--- src/sv/svr_pkg.sv ---
// Shared types, codes and constants of the stepping supply regulator.
package svr_pkg;

    typedef enum logic [1:0] {
        KEY_NONE   = 2'd0,
        KEY_UP     = 2'd1,
        KEY_DOWN   = 2'd2,
        KEY_TOGGLE = 2'd3
    } key_t;

    localparam int CFG_IDX_W  = 3;
    localparam int CFG_DATA_W = 14;

    typedef enum logic [CFG_IDX_W-1:0] {
        CFG_OCP    = 3'd0,
        CFG_OVP    = 3'd1,
        CFG_TMAX   = 3'd2,
        CFG_FINE   = 3'd3,
        CFG_COARSE = 3'd4
    } cfg_idx_t;

    typedef struct packed {
        logic [11:0] curr_adc_code;
        logic [11:0] volt_adc_code;
        key_t        key_event;
    } in_t;

    typedef struct packed {
        logic        coarse_mode;
        logic [11:0] iout_ma;
        logic [13:0] vout_mv;
        logic [13:0] target_mv;
        logic        fault_latched;
        logic [11:0] dac_code;
    } res_t;

    typedef struct packed {
        key_t        key;
        logic [11:0] iout;
    } side_t;

    localparam int IN_W       = $bits(in_t);
    localparam int S_TDATA_W  = 32;
    localparam int RES_W      = $bits(res_t);
    localparam int M_TDATA_W  = 56;

    localparam int SC_STAGES   = 4;
    localparam int SQ_STEPS    = 16;
    localparam int VC_STAGES   = SQ_STEPS + 4;
    localparam int PIPE_STAGES = SC_STAGES + VC_STAGES;

    localparam logic [11:0] OCP_RST    = 12'd1250;
    localparam logic [13:0] OVP_RST    = 14'd12300;
    localparam logic [13:0] TMAX_RST   = 14'd12000;
    localparam logic [9:0]  FINE_RST   = 10'd100;
    localparam logic [11:0] COARSE_RST = 12'd1000;

    localparam logic [11:0] DAC_MAX = 12'd4000;

endpackage

--- src/sv/svr_scale.sv ---
// ADC code scaling: clamp, code-to-millivolt divide, current conversion.
module svr_scale #(
    parameter int unsigned ADC_CODE_MAX = 4095
) (
    input  logic                           aclk,
    input  logic [svr_pkg::SC_STAGES-1:0]  en,
    input  svr_pkg::in_t                   in_beat,
    output svr_pkg::key_t                  key,
    output logic [13:0]                    raw_mv,
    output logic [11:0]                    iout_ma
);
    import svr_pkg::*;

    localparam logic [16:0] CODE_MAX = 17'(ADC_CODE_MAX);
    localparam int unsigned RECIP    = (32'd1 << 24) / ADC_CODE_MAX;
    localparam logic [16:0] RECIP_W  = 17'(RECIP);
    localparam logic [17:0] IOUT_RECIP = 18'd135301;

    logic [11:0] vcode, icode;

    key_t        key1_reg, key2_reg, key3_reg, key4_reg;
    logic [23:0] vx1_reg, ix1_reg, vx2_reg, ix2_reg;
    logic [11:0] vqa2_reg, iqa2_reg;
    logic [11:0] vmv3_reg, imv3_reg;
    logic [13:0] raw4_reg;
    logic [11:0] iout4_reg;

    logic [40:0] vqa_prod, iqa_prod;
    logic [28:0] vqd, iqd;
    logic [23:0] vrem, irem;
    logic [11:0] vmv_next, imv_next;
    logic [16:0] iy;
    logic [34:0] ip;
    logic [11:0] iq, iout_next;

    assign vcode = ({5'b0, in_beat.volt_adc_code} > CODE_MAX) ? CODE_MAX[11:0]
                                                              : in_beat.volt_adc_code;
    assign icode = ({5'b0, in_beat.curr_adc_code} > CODE_MAX) ? CODE_MAX[11:0]
                                                              : in_beat.curr_adc_code;

    assign vqa_prod = 41'(vx1_reg) * 41'(RECIP_W);
    assign iqa_prod = 41'(ix1_reg) * 41'(RECIP_W);

    assign vqd      = 29'(vqa2_reg) * 29'(CODE_MAX);
    assign iqd      = 29'(iqa2_reg) * 29'(CODE_MAX);
    assign vrem     = vx2_reg - vqd[23:0];
    assign irem     = ix2_reg - iqd[23:0];
    assign vmv_next = vqa2_reg + 12'(vrem >= 24'(CODE_MAX));
    assign imv_next = iqa2_reg + 12'(irem >= 24'(CODE_MAX));

    assign iy        = 17'(imv3_reg) * 17'd20;
    assign ip        = 35'(iy) * 35'(IOUT_RECIP);
    assign iq        = ip[33:22];
    assign iout_next = (iq < 12'd10) ? 12'd0 : iq;

    always_ff @(posedge aclk) begin
        if (en[0]) begin
            key1_reg <= in_beat.key_event;
            vx1_reg  <= 24'(vcode) * 24'd3300;
            ix1_reg  <= 24'(icode) * 24'd3300;
        end
        if (en[1]) begin
            key2_reg <= key1_reg;
            vx2_reg  <= vx1_reg;
            ix2_reg  <= ix1_reg;
            vqa2_reg <= vqa_prod[35:24];
            iqa2_reg <= iqa_prod[35:24];
        end
        if (en[2]) begin
            key3_reg <= key2_reg;
            vmv3_reg <= vmv_next;
            imv3_reg <= imv_next;
        end
        if (en[3]) begin
            key4_reg  <= key3_reg;
            raw4_reg  <= {vmv3_reg, 2'b00};
            iout4_reg <= iout_next;
        end
    end

    assign key     = key4_reg;
    assign raw_mv  = raw4_reg;
    assign iout_ma = iout4_reg;

endmodule

--- config.mk ---
export PLATFORM = sky130hd
export DESIGN_NAME = svr_scale
export DESIGN_NICKNAME = d
export VERILOG_FILES = /design/src/sv/svr_pkg.sv /design/src/sv/svr_scale.sv
export SDC_FILE = /design/constraint.sdc
export NUM_CORES = 1
export LEC_CHECK = 0
export BUFFER_PORTS_ARGS = -buffer_cell sky130_fd_sc_hd__buf_2
export CAP_MARGIN = 20
export CELL_PAD_IN_SITES_DETAIL_PLACEMENT = 0
export CELL_PAD_IN_SITES_GLOBAL_PLACEMENT = 2
export CORE_MARGIN = 5
export CORE_UTILIZATION = 40
export DETAILED_ROUTE_END_ITERATION = 8
export PLACE_DENSITY = 0.85
export REMOVE_ABC_BUFFERS = 1
export SLEW_MARGIN = 20
export SYNTH_ARGS = -nofsm -noshare
export SYNTH_HDL_FRONTEND = slang
export SYNTH_SLANG_ARGS = --single-unit
--- constraint.sdc ---
create_clock -name aclk -period 11.2 [get_ports aclk]
set_input_delay 3.36 -clock aclk [delete_from_list [all_inputs] [get_ports aclk]]
set_output_delay 3.36 -clock aclk [all_outputs]
set_load 0.005 [all_outputs]
==> metrics.txt <==
largest net degree at the start of global routing 71; HP Class reg -> reg; min Tclk post-route 7.99 ns; Setup Viol. Count Final 0; via count 14800; max-slew violations 0; crit-path max cell delay 0.64 ns; met2 Track Usage GR 0.255; GR Util met1 0.221; YS warnings 0; final worst-path cycle share 0.713; CP Data Arrival Time 8.19 ns; Fin Setup TNS 0 ns; vias per cell 4.83; total track usage 0.155; Worst Path Buf+Inv 3; fmax 125 MHz; CTS tree yes; EDFF count, synth 168; Ports 59; ys flop type edfxtp_1; final WL 47000 um; vias in the first global route 15700; final hold vios 0; CP Cell Sequence buf_2, ha_1, inv_1, fa_1, inv_1, fa_1, fa_1, fa_1, ha_1, a21o_1, a21o_1, a21oi_1, o311ai_0, a2111oi_0, o31ai_1, a21oi_1, xnor2_1; async set-or-reset flop fraction in the synthesized netlist 0; max-cap violation count 0; Initial Util 0.403; grt ovf 0; clock-pin slew on the worst setup and hold paths 0.07 ns; Startpoint Class input pin; met3 Use GR 0.0200; clk sinks 168; first-pass GRT wire length 79900 um; crit path from in_beat[17]; status complete, no violations; post_cts resized 0; unrepaired setup endpoints after global routing no; Final Cell Area 0.0250 sq mm; clk buf depth 2; worst r2r src imv3_reg[1]$_DFFE_PP_; Netlist cell types 82; root buffer cell clkbuf_16; Crit Path Class in -> reg; worst clock skew 0.0109 ns; cell family with most CP delay adder cells; cell mode on critical path fa_1; IO Port Bufs 56; fillers 5529; H-tree depth 4; die area 0.0629 sq mm; Synth Cell Area 0.0232 sq mm; Detail Placement HPWL 41500 um; Num CTS Buffers 17; Rows 88; Worst slew margin 0.317; average cell area after synthesis 10.5 sq um; proportion of layout cells with a drive suffix above 1 0.0527; chip height 251 um; Placer Congestion 0.900; post-synthesis sequential area ratio 0.217; Setup crit end kind register; Worst Path Required 11.40 ns; Routed WL per cell 15.4 um; Starting DRT DRC Count 604; Core ar. 0.0576 sq mm; initial antenna violation count 0; Worst-Skew Late Latency 0.46 ns; Seq cells post-synth 168; GRT Max-Usage Layer met2; hold_sp key3_reg[0]$_DFFE_PP_; Placed Area 0.0244 sq mm; Least-Margin Pin Slew 1.03 ns; Post-CTS Setup Bufs 0; drt pass-1 iters 4; hold buffer count at CTS 0; CP max stage cell a2111oi_0; crit-path max FO 5; Layout Nets 3050; Cells after Synth 2215; Die X 251 um; ANT nets after route 0; drc violations 0; area delta synth->final 7.55%; antenna cells 0
cells by family after synthesis:
family / synth area share
buffers and inverters: 0.0928
adder cells (fa/ha/maj): 0.482
multiplexers: 0.00350
other: 0.000162
flip-flops: 0.217
AND/OR/NAND/NOR: 0.0659
AO/OA/AOI/OAI: 0.0873
XOR/XNOR: 0.0508
metrics by stage:
step           worst slack, ns   util  hold WS [ns]  cells
3_5_place_dp              2.74  0.423         0.408   3027
2_1_floorplan             3.37      -         0.400   2205
6_report                  3.21  0.434         0.413   3059
5_1_grt                   2.65  0.434         0.429   3059
3_3_place_gp              2.89  0.423         0.404   3027
4_1_cts                   3.22  0.434         0.416   3059
worst paths after layout:
kind                                   end  slack (ns)  cells past startpoint
setup / recovery     ix1_reg[23]$_DFFE_PP_        3.21                     17
hold / removal            key[0]$_DFFE_PP_        0.41                      0
setup reg to reg  iout_ma[1]$_SDFFCE_PN0P_        3.43                     30
hold reg to reg           key[0]$_DFFE_PP_        0.41                      0
final cells by class:
class / count / area (sq um) / area share
inverter: 554 / 2080 / 0.0833
multi-input combinational: 1483 / 16000 / 0.642
clock inverter: 15 / 154 / 0.00616
timing repair buffer: 57 / 288 / 0.0115
tap: 765 / 957 / 0.0383
clock buffer: 17 / 425 / 0.0170
sequential: 168 / 5040 / 0.202
cells in the final DEF, fill, tap and decap left out, drive strengths merged, types with 9 or more instances in the layout:
cell / n
a21boi: 11
a2111oi: 10
nor2b: 15
xor2: 40
o211ai: 13
clkbuf: 17
a21oi: 91
and2: 9
buf: 57
xnor2: 92
nand4: 14
a21o: 29
ha: 477
o21a: 17
o21bai: 16
and3: 15
or2: 11
nand3: 31
nor3: 27
edfxtp: 168
fa: 261
o21ai: 44
inv: 563
nor2: 77
nand2: 63
synth_stat cells, drive strengths merged (6+ instances only):
master	n	area share
a2111oi	10	0.0040
a211oi	8	0.0026
a21boi	11	0.0037
a21o	29	0.0094
a21oi	91	0.020
a31oi	7	0.0022
and2	9	0.0025
and3	15	0.0040
buf	7	0.0026
edfxtp	168	0.22
fa	261	0.23
ha	477	0.26
inv	554	0.090
mux2i	7	0.0030
nand2	63	0.010
nand2b	8	0.0022
nand3	31	0.0069
nand4	14	0.0038
nor2	77	0.012
nor2b	15	0.0040
nor3	27	0.0063
nor4	6	0.0025
o211ai	13	0.0044
o21a	17	0.0055
o21ai	44	0.0095
o21bai	16	0.0052
o22ai	6	0.0016
o31ai	7	0.0023
or2	11	0.0030
or3	8	0.0022
xnor2	92	0.035
xor2	40	0.015
routing by layer:
metal	share of wire	wire length (um)	up-vias
met5	0	0	-
met4	0.014	671	0
met3	0.026	1210	37
met2	0.47	21900	159
met1	0.49	23200	7107
li1	-	-	7465
Power is left out: the tool's default activity adds up to more than one toggle a clock period on the data nets, which glitch-free logic cannot reach.
