[config.mk]
export PLATFORM = sky130hd
export DESIGN_NAME = svr_ctrl
export DESIGN_NICKNAME = d
export VERILOG_FILES = /design/src/sv/svr_pkg.sv /design/src/sv/svr_ctrl.sv
export SDC_FILE = /design/constraint.sdc
export NUM_CORES = 1
export LEC_CHECK = 0
export BUFFER_PORTS_ARGS = -buffer_cell sky130_fd_sc_hd__buf_4
export CAP_MARGIN = 20
export CORE_MARGIN = 8
export CORE_UTILIZATION = 30
export DETAILED_ROUTE_END_ITERATION = 7
export REMOVE_ABC_BUFFERS = 1
export SYNTH_ARGS = -nofsm -noshare
export SYNTH_HDL_FRONTEND = slang
export SYNTH_SLANG_ARGS = --single-unit
[constraint.sdc]
create_clock -name aclk -period 14.6 [get_ports aclk]
set_input_delay 0.73 -clock aclk [delete_from_list [all_inputs] [get_ports aclk]]
set_output_delay 0.73 -clock aclk [all_outputs]
set_load 0.01 [all_outputs]
[src/sv/svr_pkg.sv]
// Shared types, codes and constants of the stepping supply regulator.
package svr_pkg;

    typedef enum logic [1:0] {
        KEY_NONE   = 2'd0,
        KEY_UP     = 2'd1,
        KEY_DOWN   = 2'd2,
        KEY_TOGGLE = 2'd3
    } key_t;

    localparam int CFG_IDX_W  = 3;
    localparam int CFG_DATA_W = 14;

    typedef enum logic [CFG_IDX_W-1:0] {
        CFG_OCP    = 3'd0,
        CFG_OVP    = 3'd1,
        CFG_TMAX   = 3'd2,
        CFG_FINE   = 3'd3,
        CFG_COARSE = 3'd4
    } cfg_idx_t;

    typedef struct packed {
        logic [11:0] curr_adc_code;
        logic [11:0] volt_adc_code;
        key_t        key_event;
    } in_t;

    typedef struct packed {
        logic        coarse_mode;
        logic [11:0] iout_ma;
        logic [13:0] vout_mv;
        logic [13:0] target_mv;
        logic        fault_latched;
        logic [11:0] dac_code;
    } res_t;

    typedef struct packed {
        key_t        key;
        logic [11:0] iout;
    } side_t;

    localparam int IN_W       = $bits(in_t);
    localparam int S_TDATA_W  = 32;
    localparam int RES_W      = $bits(res_t);
    localparam int M_TDATA_W  = 56;

    localparam int SC_STAGES   = 4;
    localparam int SQ_STEPS    = 16;
    localparam int VC_STAGES   = SQ_STEPS + 4;
    localparam int PIPE_STAGES = SC_STAGES + VC_STAGES;

    localparam logic [11:0] OCP_RST    = 12'd1250;
    localparam logic [13:0] OVP_RST    = 14'd12300;
    localparam logic [13:0] TMAX_RST   = 14'd12000;
    localparam logic [9:0]  FINE_RST   = 10'd100;
    localparam logic [11:0] COARSE_RST = 12'd1000;

    localparam logic [11:0] DAC_MAX = 12'd4000;

endpackage

[src/sv/svr_ctrl.sv]
// Configuration registers, key handling, protection latch and DAC stepping.
module svr_ctrl (
    input  logic                            aclk,
    input  logic                            aresetn,
    input  logic                            cfg_wr,
    input  logic [svr_pkg::CFG_IDX_W-1:0]   cfg_index,
    input  logic [svr_pkg::CFG_DATA_W-1:0]  cfg_data,
    input  logic                            fire,
    input  svr_pkg::key_t                   key,
    input  logic [13:0]                     vout_mv,
    input  logic [11:0]                     iout_ma,
    output svr_pkg::res_t                   res
);
    import svr_pkg::*;

    logic [11:0] ocp_reg;
    logic [13:0] ovp_reg;
    logic [13:0] tmax_reg;
    logic [9:0]  fine_reg;
    logic [11:0] coarse_step_reg;

    logic [13:0] target_reg, target_next;
    logic [11:0] dac_reg, dac_next;
    logic        fault_reg, fault_next;
    logic        coarse_reg, coarse_next;
    logic [13:0] vout_out_reg;
    logic [11:0] iout_out_reg;

    logic [11:0]        step;
    logic [14:0]        up_sum;
    logic signed [15:0] err;
    logic signed [5:0]  dstep;
    logic signed [13:0] dac_sum;

    always_comb begin
        step        = coarse_reg ? coarse_step_reg : {2'b00, fine_reg};
        target_next = target_reg;
        dac_next    = dac_reg;
        fault_next  = fault_reg;
        coarse_next = coarse_reg;

        case (key) inside
            KEY_UP, KEY_DOWN: begin
                if (fault_next) begin
                    fault_next  = 1'b0;
                    target_next = '0;
                    dac_next    = '0;
                end
            end
            KEY_TOGGLE: begin
                coarse_next = ~coarse_reg;
            end
            default: ;
        endcase

        up_sum = 15'(target_next) + 15'(step);
        if (key == KEY_UP) begin
            target_next = (up_sum <= 15'(tmax_reg)) ? up_sum[13:0] : tmax_reg;
        end else if (key == KEY_DOWN) begin
            target_next = (target_next >= 14'(step)) ? target_next - 14'(step) : 14'd0;
        end

        if (iout_ma > ocp_reg || vout_mv > ovp_reg) begin
            fault_next  = 1'b1;
            target_next = '0;
            dac_next    = '0;
        end

        err = $signed({2'b00, target_next}) - $signed({2'b00, vout_mv});
        if (err > 16'sd1200) begin
            dstep = 6'sd24;
        end else if (err > 16'sd500) begin
            dstep = 6'sd10;
        end else if (err > 16'sd150) begin
            dstep = 6'sd4;
        end else if (err > 16'sd60) begin
            dstep = 6'sd2;
        end else if (err > 16'sd40) begin
            dstep = 6'sd1;
        end else if (err < -16'sd1200) begin
            dstep = -6'sd24;
        end else if (err < -16'sd500) begin
            dstep = -6'sd10;
        end else if (err < -16'sd150) begin
            dstep = -6'sd4;
        end else if (err < -16'sd60) begin
            dstep = -6'sd2;
        end else if (err < -16'sd40) begin
            dstep = -6'sd1;
        end else begin
            dstep = 6'sd0;
        end

        dac_sum = $signed({2'b00, dac_next}) + 14'(dstep);
        if (!fault_next) begin
            if (dac_sum < 14'sd0) begin
                dac_next = '0;
            end else if (dac_sum > $signed({2'b00, DAC_MAX})) begin
                dac_next = DAC_MAX;
            end else begin
                dac_next = dac_sum[11:0];
            end
        end
    end

    always_ff @(posedge aclk) begin
        if (!aresetn) begin
            ocp_reg         <= OCP_RST;
            ovp_reg         <= OVP_RST;
            tmax_reg        <= TMAX_RST;
            fine_reg        <= FINE_RST;
            coarse_step_reg <= COARSE_RST;
            target_reg      <= '0;
            dac_reg         <= '0;
            fault_reg       <= 1'b0;
            coarse_reg      <= 1'b0;
        end else begin
            if (cfg_wr) begin
                unique case (cfg_idx_t'(cfg_index))
                    CFG_OCP:    ocp_reg         <= cfg_data[11:0];
                    CFG_OVP:    ovp_reg         <= cfg_data[13:0];
                    CFG_TMAX:   tmax_reg        <= cfg_data[13:0];
                    CFG_FINE:   fine_reg        <= cfg_data[9:0];
                    CFG_COARSE: coarse_step_reg <= cfg_data[11:0];
                    default: ;
                endcase
            end
            if (fire) begin
                target_reg <= target_next;
                dac_reg    <= dac_next;
                fault_reg  <= fault_next;
                coarse_reg <= coarse_next;
            end
        end
    end

    always_ff @(posedge aclk) begin
        if (fire) begin
            vout_out_reg <= vout_mv;
            iout_out_reg <= iout_ma;
        end
    end

    assign res.coarse_mode   = coarse_reg;
    assign res.iout_ma       = iout_out_reg;
    assign res.vout_mv       = vout_out_reg;
    assign res.target_mv     = target_reg;
    assign res.fault_latched = fault_reg;
    assign res.dac_code      = dac_reg;

endmodule

==> results of run 1 <==
[final cells by class]
| type | instances | share of cell area |
|---|---|---|
| Sequential cell | 116 | 0.2418 |
| Clock buffer | 18 | 0.04018 |
| Multi-Input combinational cell | 862 | 0.5479 |
| Tap cell | 390 | 0.04568 |
| Clock inverter | 14 | 0.01312 |
| Timing Repair Buffer | 108 | 0.07590 |
| Inverter | 101 | 0.03549 |
[where the power goes]
group,internal [mW],switching (mW),total (mW)
registers,0.340,0.00669,0.347
logic,0.0812,0.123,0.204
clock network,0.239,0.170,0.409
[logic make-up after synthesis]
| kind of cell | Yosys count | share of synthesized area |
|---|---|---|
| simple gates | 384 | 0.2041 |
| compound gates | 320 | 0.2421 |
| buf+inv | 152 | 0.06582 |
| flops | 116 | 0.2860 |
| fa+ha+maj | 98 | 0.1391 |
| xor+xnor | 41 | 0.04061 |
| mux | 19 | 0.02217 |
[worst paths after layout]
check / start / end
min: fine_reg[4] / fine_reg[4]
max reg2reg: coarse_reg / dac_reg[9]
max: key[0] / dac_reg[9]
min reg2reg: fine_reg[4] / fine_reg[4]
[cell usage in the layout, fill, tap and decap left out, drive strengths merged, types with 8 or more instances in the layout]
cell	netlist	layout
nand2	161	161
inv	101	109
buf	12	108
ha	94	94
dfxtp	90	90
a21oi	72	72
nor2	69	69
o21ai	47	47
a21boi	40	40
and2	30	30
nand3	29	29
o211ai	29	29
edfxtp	26	26
xnor2	26	26
a21o	18	18
a211oi	18	18
clkbuf	39	18
nor2b	16	16
xor2	15	15
nand2b	13	13
a31oi	12	12
mux2i	11	11
nor3	11	11
and3	11	11
o2bb2ai	9	9
nand4	8	8
o21a	8	8
a221oi	8	8
mux2	8	8
[critical path, delay by kind of cell]
kind / cells / cell delay [ns]
compound gates: 20 / 5.42
simple gates: 11 / 2.77
fa+ha+maj: 7 / 2.11
buf+inv: 6 / 0.39
xor+xnor: 2 / 0.39
mux: 1 / 0.34
[metal layers]
layer	vias to the layer above	GRT usage	share of wire
met4	0	0.04660	0.018
met3	26	0.02336	0.041
met1	3919	0.2022	0.47
li1	4145	-	-
met5	-	0	0
met2	209	0.2517	0.47
==> impl_metrics.ini, run 1 <==
[clocking]
cts_setup_buffers = 0
cts_tree = done
clockBufferDepth = 2
numCtsBuffers = 17
clk_latency_ns = 0.42
cts_sinks = 116
ctsHtreeMaxLevel = 4
clk_pin_slew_ns = 0.06
hold_buffers = 0
cts_root_buf = clkbuf_16
ctsResizeCount = 0

[critical_path]
startpoint_type = input pin
cp_slowest_cell = a211oi_1
path_class = input pin to flop
cp-end-kind = flop
slowest_delay_ns = 0.70
crit_arrival_ns = 12.18
crit_required_ns = 14.95
r2r_cells = 40
path_common_cell = inv_1
ff2ff_setup_slack_ns = 3.04
cp_max_fo = 21

[yosys]
synth_edf_count = 26
synth.most_common_cell = nand2_1
synth_top_area_share = 0.1996
yosysSeqAreaShare = 0.2860
ys_ff_latch = 116
ys_warn_count = 0
async_flop_share = 0
postSynthCellCount = 1130
yosysUniqueCellTypes = 83
synth_top_cell_by_area = dfxtp_1
syn-mean-instance-area_um2 = 7.990
synth_common_cells = nand2_1, inv_1, ha_1, dfxtp_1, a21oi_1
syn_area_mm2 = 0.009029
ys.flop_type = dfxtp_1
synthTopCellsByArea = dfxtp_1, ha_1, edfxtp_1

[floorplan]
rows = 63
fp.dieW_um = 189.5
core_mm2 = 0.02964
start_util = 0.3046
ios = 103
fp.dieArea_mm2 = 0.03590
die_h_um = 189.5

[timing]
fin_crit_ns = 11.83
hold_slack_ns = 0.4629
setup_viol = 0
relSlewSlack = 0.2653
hold_viol_final = 0
fin_crit_sh = 0.8100
worst_slew_pin_slew_ns = 1.100
fin_setup_tns_ns = 0
setup_slack_ns = 2.773
rsz0062_at_grt = no
max_clock_freq_mhz = 84.56
skew_ns = 0.01035
maxSlewViolCount = 0

[layout]
ff_latch_area_mm2 = 0.002582
antenna_cells = 0
fin_nets = 1353
fillers = 3126
post-route-util = 0.3604
final_layout_size_suffix_gt1_frac = 0.1329
syn_to_final_growth_pct = 18.31
final_area_mm2 = 0.01068
stdcell_count = 1609
multiInputGateArea_mm2 = 0.005852

[min_path]
min_path_cells = 2
hold_path.class = flop to flop

[place]
place_area_mm2 = 0.01011
hpwl_um = 21460
dp.cells = 1577
gp_congestion = 0.9143
io_buffers = 102
dp_slack_ns = 2.521

[power_and_ir_drop]
p_per_area_mw_per_mm2 = 89.95
leakage_nw = 4.578
vdd_drop_max_uv = 66.09
fin_total_pwr_mw = 0.9608

[drt]
antenna_left = 0
drtPass1Iterations = 5
viasPerCell = 5.158
drc = 0
vias = 8299
wl_per_cell_um = 17.20
drt_iter0_markers = 608
postRouteWirelength_um = 27680

[global_route]
grt_max_degree = 55
grt_pass1_vias = 8076
grt_pass1_wl_um = 44260
grt_overflow = 0
antenna_found_initial = 0
grt_usage = 0.1527

[status]
status = completed

[job]
cap_viol_max_count = 0
No activity file was read; power rests on OpenSTA's default activity.
==> inputs of run 2 (changes only) <==
- clock period: 14.6 -> 10.1 ns (I/O delays scaled with it)
==> run 2 against run 1 <==
Clock power increased by 57%. Die area unchanged. Largest power group unchanged. Critical endpoint is now dac_reg[6]. Critical path depth increased by 5. Final cell count increased by 7.4%. Sequential power increased by 44%. Sequential share of layout area decreased by 2.6 points. Combinational power increased by 75%. Highest routed layer unchanged. Wire length increased by 5.7%. Hold slack got worse by 0.19 ns. Count of clock-buffer cells in the layout increased by 1. Core utilization increased by 4.3 points. Sequential cell count unchanged.
==> impl_metrics.ini, run 2 (same netlist as run 1, synthesis figures left out) <==
[floorplan]
rows = 63
core_mm2 = 0.02964
ios = 103
fp.dieW_um = 189.5
die_h_um = 189.5
fp.dieArea_mm2 = 0.03590
start_util = 0.3046

[critical_path]
crit_arrival_ns = 9.93
slowest_delay_ns = 0.44
ff2ff_setup_slack_ns = 0.56
path_class = input pin to flop
path_common_cell = buf_4
cp_max_fo = 17
cp-end-kind = flop
cp_slowest_cell = or3_1
crit_required_ns = 10.41
startpoint_type = input pin

[power_and_ir_drop]
leakage_nw = 5.257
p_per_area_mw_per_mm2 = 125.5
vdd_drop_max_uv = 113.1

[global_route]
grt_overflow = 0
grt_pass1_wl_um = 45130
grt_pass1_vias = 8596
grt_max_degree = 61
antenna_found_initial = 0
grt_usage = 0.1576

[clocking]
clk_latency_ns = 0.43
cts_tree = done
hold_buffers = 0
numCtsBuffers = 17
clockBufferDepth = 2
cts_sinks = 116
clk_pin_slew_ns = 0.06
cts_root_buf = clkbuf_16
ctsHtreeMaxLevel = 4

[place]
gp_congestion = 0.9144
place_area_mm2 = 0.01098
dp.cells = 1691
hpwl_um = 22530
io_buffers = 102

[timing]
fin_crit_ns = 9.622
fin_setup_tns_ns = 0
relSlewSlack = 0.3650
fin_crit_sh = 0.9527
skew_ns = 0.01241
worst_slew_pin_slew_ns = 0.9505
hold_slack_ns = 0.2748
maxSlewViolCount = 0
setup_viol = 0
hold_viol_final = 0
max_clock_freq_mhz = 103.9

[layout]
stdcell_count = 1728
final_cell_mix = buf_4, nand2_1, inv_1
multiInputGateArea_mm2 = 0.006168
antenna_cells = 0
fin_nets = 1472
fillers = 3022
final_layout_size_suffix_gt1_frac = 0.2541
final_common_cell = buf_4
syn_to_final_growth_pct = 32.37
post-route-util = 0.4032
final_area_mm2 = 0.01195
ff_latch_area_mm2 = 0.002584

[drt]
drc = 0
vias = 8788
postRouteWirelength_um = 29270
drtPass1Iterations = 5
viasPerCell = 5.086
antenna_left = 0
wl_per_cell_um = 16.94
drt_iter0_markers = 594

[job]
cap_viol_max_count = 0

[status]
status = completed

[min_path]
hold_path.class = input pin to flop
## run 2: power breakdown
group | total [mW] | leakage (nW) | internal [mW] | switching, mW
Sequential | 0.501 | 0.985 | 0.492 | 0.00905
Combinational | 0.356 | 3.97 | 0.159 | 0.197
Clock | 0.642 | 0.298 | 0.388 | 0.255
Total | 1.50 | 5.26 | 1.04 | 0.461
## run 2: per-layer routing
layer  routed length [um]  global-route usage  vias to the layer above
li1                     -                   -                     4396
met1                13300              0.1965                     4137
met2                13840              0.2644                      199
met3                 1144             0.02649                       56
met4                  977             0.06735                        0
met5                    0                   0                        -
## run 2: worst max-delay path, delay by kind of cell
| family | cells | cell delay, ns |
|---|---|---|
| AO/OA/AOI/OAI | 19 | 3.81 |
| XOR/XNOR | 2 | 0.32 |
| adder cells (fa/ha/maj) | 6 | 1.73 |
| buffers and inverters | 11 | 1.26 |
| multiplexers | 1 | 0.15 |
| AND/OR/NAND/NOR | 13 | 2.15 |
## run 2: path summary, 6_finish.rpt
| kind | startpoint | end | depth (start not counted) |
|---|---|---|---|
| worst max register to register | fault_reg | dac_reg[6] | 49 |
| worst min register to register | ocp_reg[11] | ocp_reg[11] | 2 |
| worst max-delay path | key[0] | dac_reg[6] | 52 |
| worst min-delay path | iout_ma[9] | iout_out_reg[9] | 1 |
## run 2: stage by stage
step	setup slack, ns	total power [mW]
5_1_grt	-0.06454	1.563
3_5_place_dp	-0.3306	0.8468
2_1_floorplan	-0.2228	0.6984
3_3_place_gp	-0.3564	0.8440
6_report	0.4780	1.500
4_1_cts	0.04195	1.495
## run 2: layout make-up
type	count	area share
multi-input combinational	862	0.5161
inverter	101	0.03172
tap	390	0.04083
timing repair buffer	227	0.1443
clock buffer	19	0.03884
clock inverter	13	0.01204
sequential	116	0.2162
## run 2: repair_timing
action | in CTS | in global routing
setup buffers | 0 | 4
gates resized for setup | 0 | 69
setup endpoints to repair | 0 | 12
==> inputs of run 3 (changes only) <==
- PLACE_DENSITY_LB_ADDON: unset -> 0.15
==> run 3 against run 2 <==
Non-clock buffer count is 27 higher. Register-to-register slack hardly changed. Critical path type unchanged. Core utilization is 0.62 points higher. Sequential power hardly changed. Power is 0.92% lower. Count of clock-buffer cells in the layout is 1 higher. Clock power is 3.3% lower. Hold slack better by 0.0020 ns. First-iteration DRC count is 6.6% lower. Via count is 1.4% higher. Critical path depth is 4 lower. Largest cell class unchanged.
==> impl_metrics.ini, run 3 (same netlist as run 1, synthesis figures left out) <==
[status]
status = completed

[critical_path]
cp_slowest_cell = fa_2
crit_arrival_ns = 9.89
reg2reg_from = coarse_reg
cp-end-kind = flop
crit_required_ns = 10.42
timing.rr.end = dac_reg[1]
r2r_cells = 46
startpoint_type = input pin
cp_max_fo = 18
ff2ff_setup_slack_ns = 0.57
slowest_delay_ns = 0.39
path_class = input pin to flop
startpoint = key[1]

[layout]
multiInputGateArea_mm2 = 0.006142
fin_nets = 1499
final_layout_size_suffix_gt1_frac = 0.2615
fillers = 3096
antenna_cells = 0
final_common_cell = buf_4
final_cell_mix = buf_4, nand2_1, inv_1
ff_latch_area_mm2 = 0.002586
syn_to_final_growth_pct = 34.40

[timing]
skew_ns = 0.01616
fin_crit_ns = 9.570
max_clock_freq_mhz = 104.5
maxSlewViolCount = 0
setup_slack_ns = 0.5295
setup_viol = 0
worst_slew_pin_slew_ns = 0.9722
hold_viol_final = 0
relSlewSlack = 0.3495
fin_crit_sh = 0.9476

[clocking]
cts_tree = done
numCtsBuffers = 17
clk_latency_ns = 0.42
clk_pin_slew_ns = 0.06
hold_buffers = 0
cts_sinks = 116
cts_root_buf = clkbuf_16
ctsHtreeMaxLevel = 4
clockBufferDepth = 2

[drt]
drtPass1Iterations = 6
drt_iter0_markers = 555
vias = 8910
antenna_left = 0
viasPerCell = 5.077
wl_per_cell_um = 17.67
drc = 0
postRouteWirelength_um = 31000

[place]
dp_slack_ns = -0.1840
hpwl_um = 24000
io_buffers = 102
gp_congestion = 0.8796

[min_path]
min_path_cells = 1
hp-start = iout_ma[9]
hold_end = iout_out_reg[9]
hold_path.class = input pin to flop

[power_and_ir_drop]
fin_total_pwr_mw = 1.486
p_per_area_mw_per_mm2 = 122.5
vdd_drop_max_uv = 113.2
leakage_nw = 5.352

[global_route]
antenna_found_initial = 1
grt_pass1_vias = 8777
grt_pass1_wl_um = 48070
grt_usage = 0.1686
grt_overflow = 0
grt_max_degree = 72

[job]
cap_viol_max_count = 0

[floorplan]
ios = 103
rows = 63
start_util = 0.3046
die_h_um = 189.5
core_mm2 = 0.02964
fp.dieArea_mm2 = 0.03590
fp.dieW_um = 189.5
==> run 3: cell types whose count changed in the layout (fill, tap and decap cells not counted), sizes merged <==
cell,change
buf,+26
bufinv,-1
clkbuf,+2
clkinv,+2
inv,-2
==> run 3: what timing repair did <==
action / in CTS / in global routing
resized for setup: 0 / 62
buffers inserted: 0 / 6
endpoints found under the setup margin: 0 / 12
==> run 3: cell type report <==
class / instances / share of cell area
repair buffers: 254 / 0.1599
clock inverters: 12 / 0.009693
inverters: 101 / 0.03145
multi-input cells: 862 / 0.5062
clock buffers: 20 / 0.03939
flip-flops and latches: 116 / 0.2131
well taps: 390 / 0.04021
==> run 3: worst max path at each step <==
stage | to | slack (ns) | cells after the start
floorplan | dac_reg[10] | -0.22 | 43
global placement | dac_reg[1] | -0.08 | 45
detailed placement | dac_reg[8] | -0.18 | 49
CTS | dac_reg[1] | 0.19 | 46
global route | dac_reg[1] | -0.06 | 52
finish | dac_reg[1] | 0.53 | 48
==> run 3: per-stage QoR <==
step	hold WS [ns]	cells	instance area, um2	TNS (ns)	utilization
after floorplan	0.4331	1079	8813	-1.999	-
after global placement	0.4461	1716	11170	-0.6095	0.3770
after detailed placement	0.4552	1716	11170	-1.736	0.3770
after CTS	0.2623	1748	11770	0	0.3971
after global routing	0.2613	1755	12130	-0.1113	0.4094
final	0.2768	1755	12130	0	0.4094
==> run 3: report_power, final <==
part | leakage, nW | internal, mW | switching, mW
Sequential | 0.985 | 0.492 | 0.00810
Combinational | 4.08 | 0.164 | 0.201
Clock | 0.289 | 0.370 | 0.251
==> run 3: routing by layer <==
metal  vias up  track usage  part of all wire
li1       4448            -                 -
met1      4196       0.2222              0.47
met2       220       0.2757              0.46
met3        44      0.03366             0.053
met4         2      0.04600             0.019
met5         -            0           0.00035
==> run 3: critical path, delay by kind of cell <==
family | cells | cell delay (ns)
muxes | 1 | 0.30
and+or+nand+nor | 12 | 2.09
adders and majority gates | 6 | 1.59
buffers and inverters | 8 | 1.16
AOI/OAI and AO/OA | 19 | 3.95
xor gates and xnor gates | 2 | 0.25
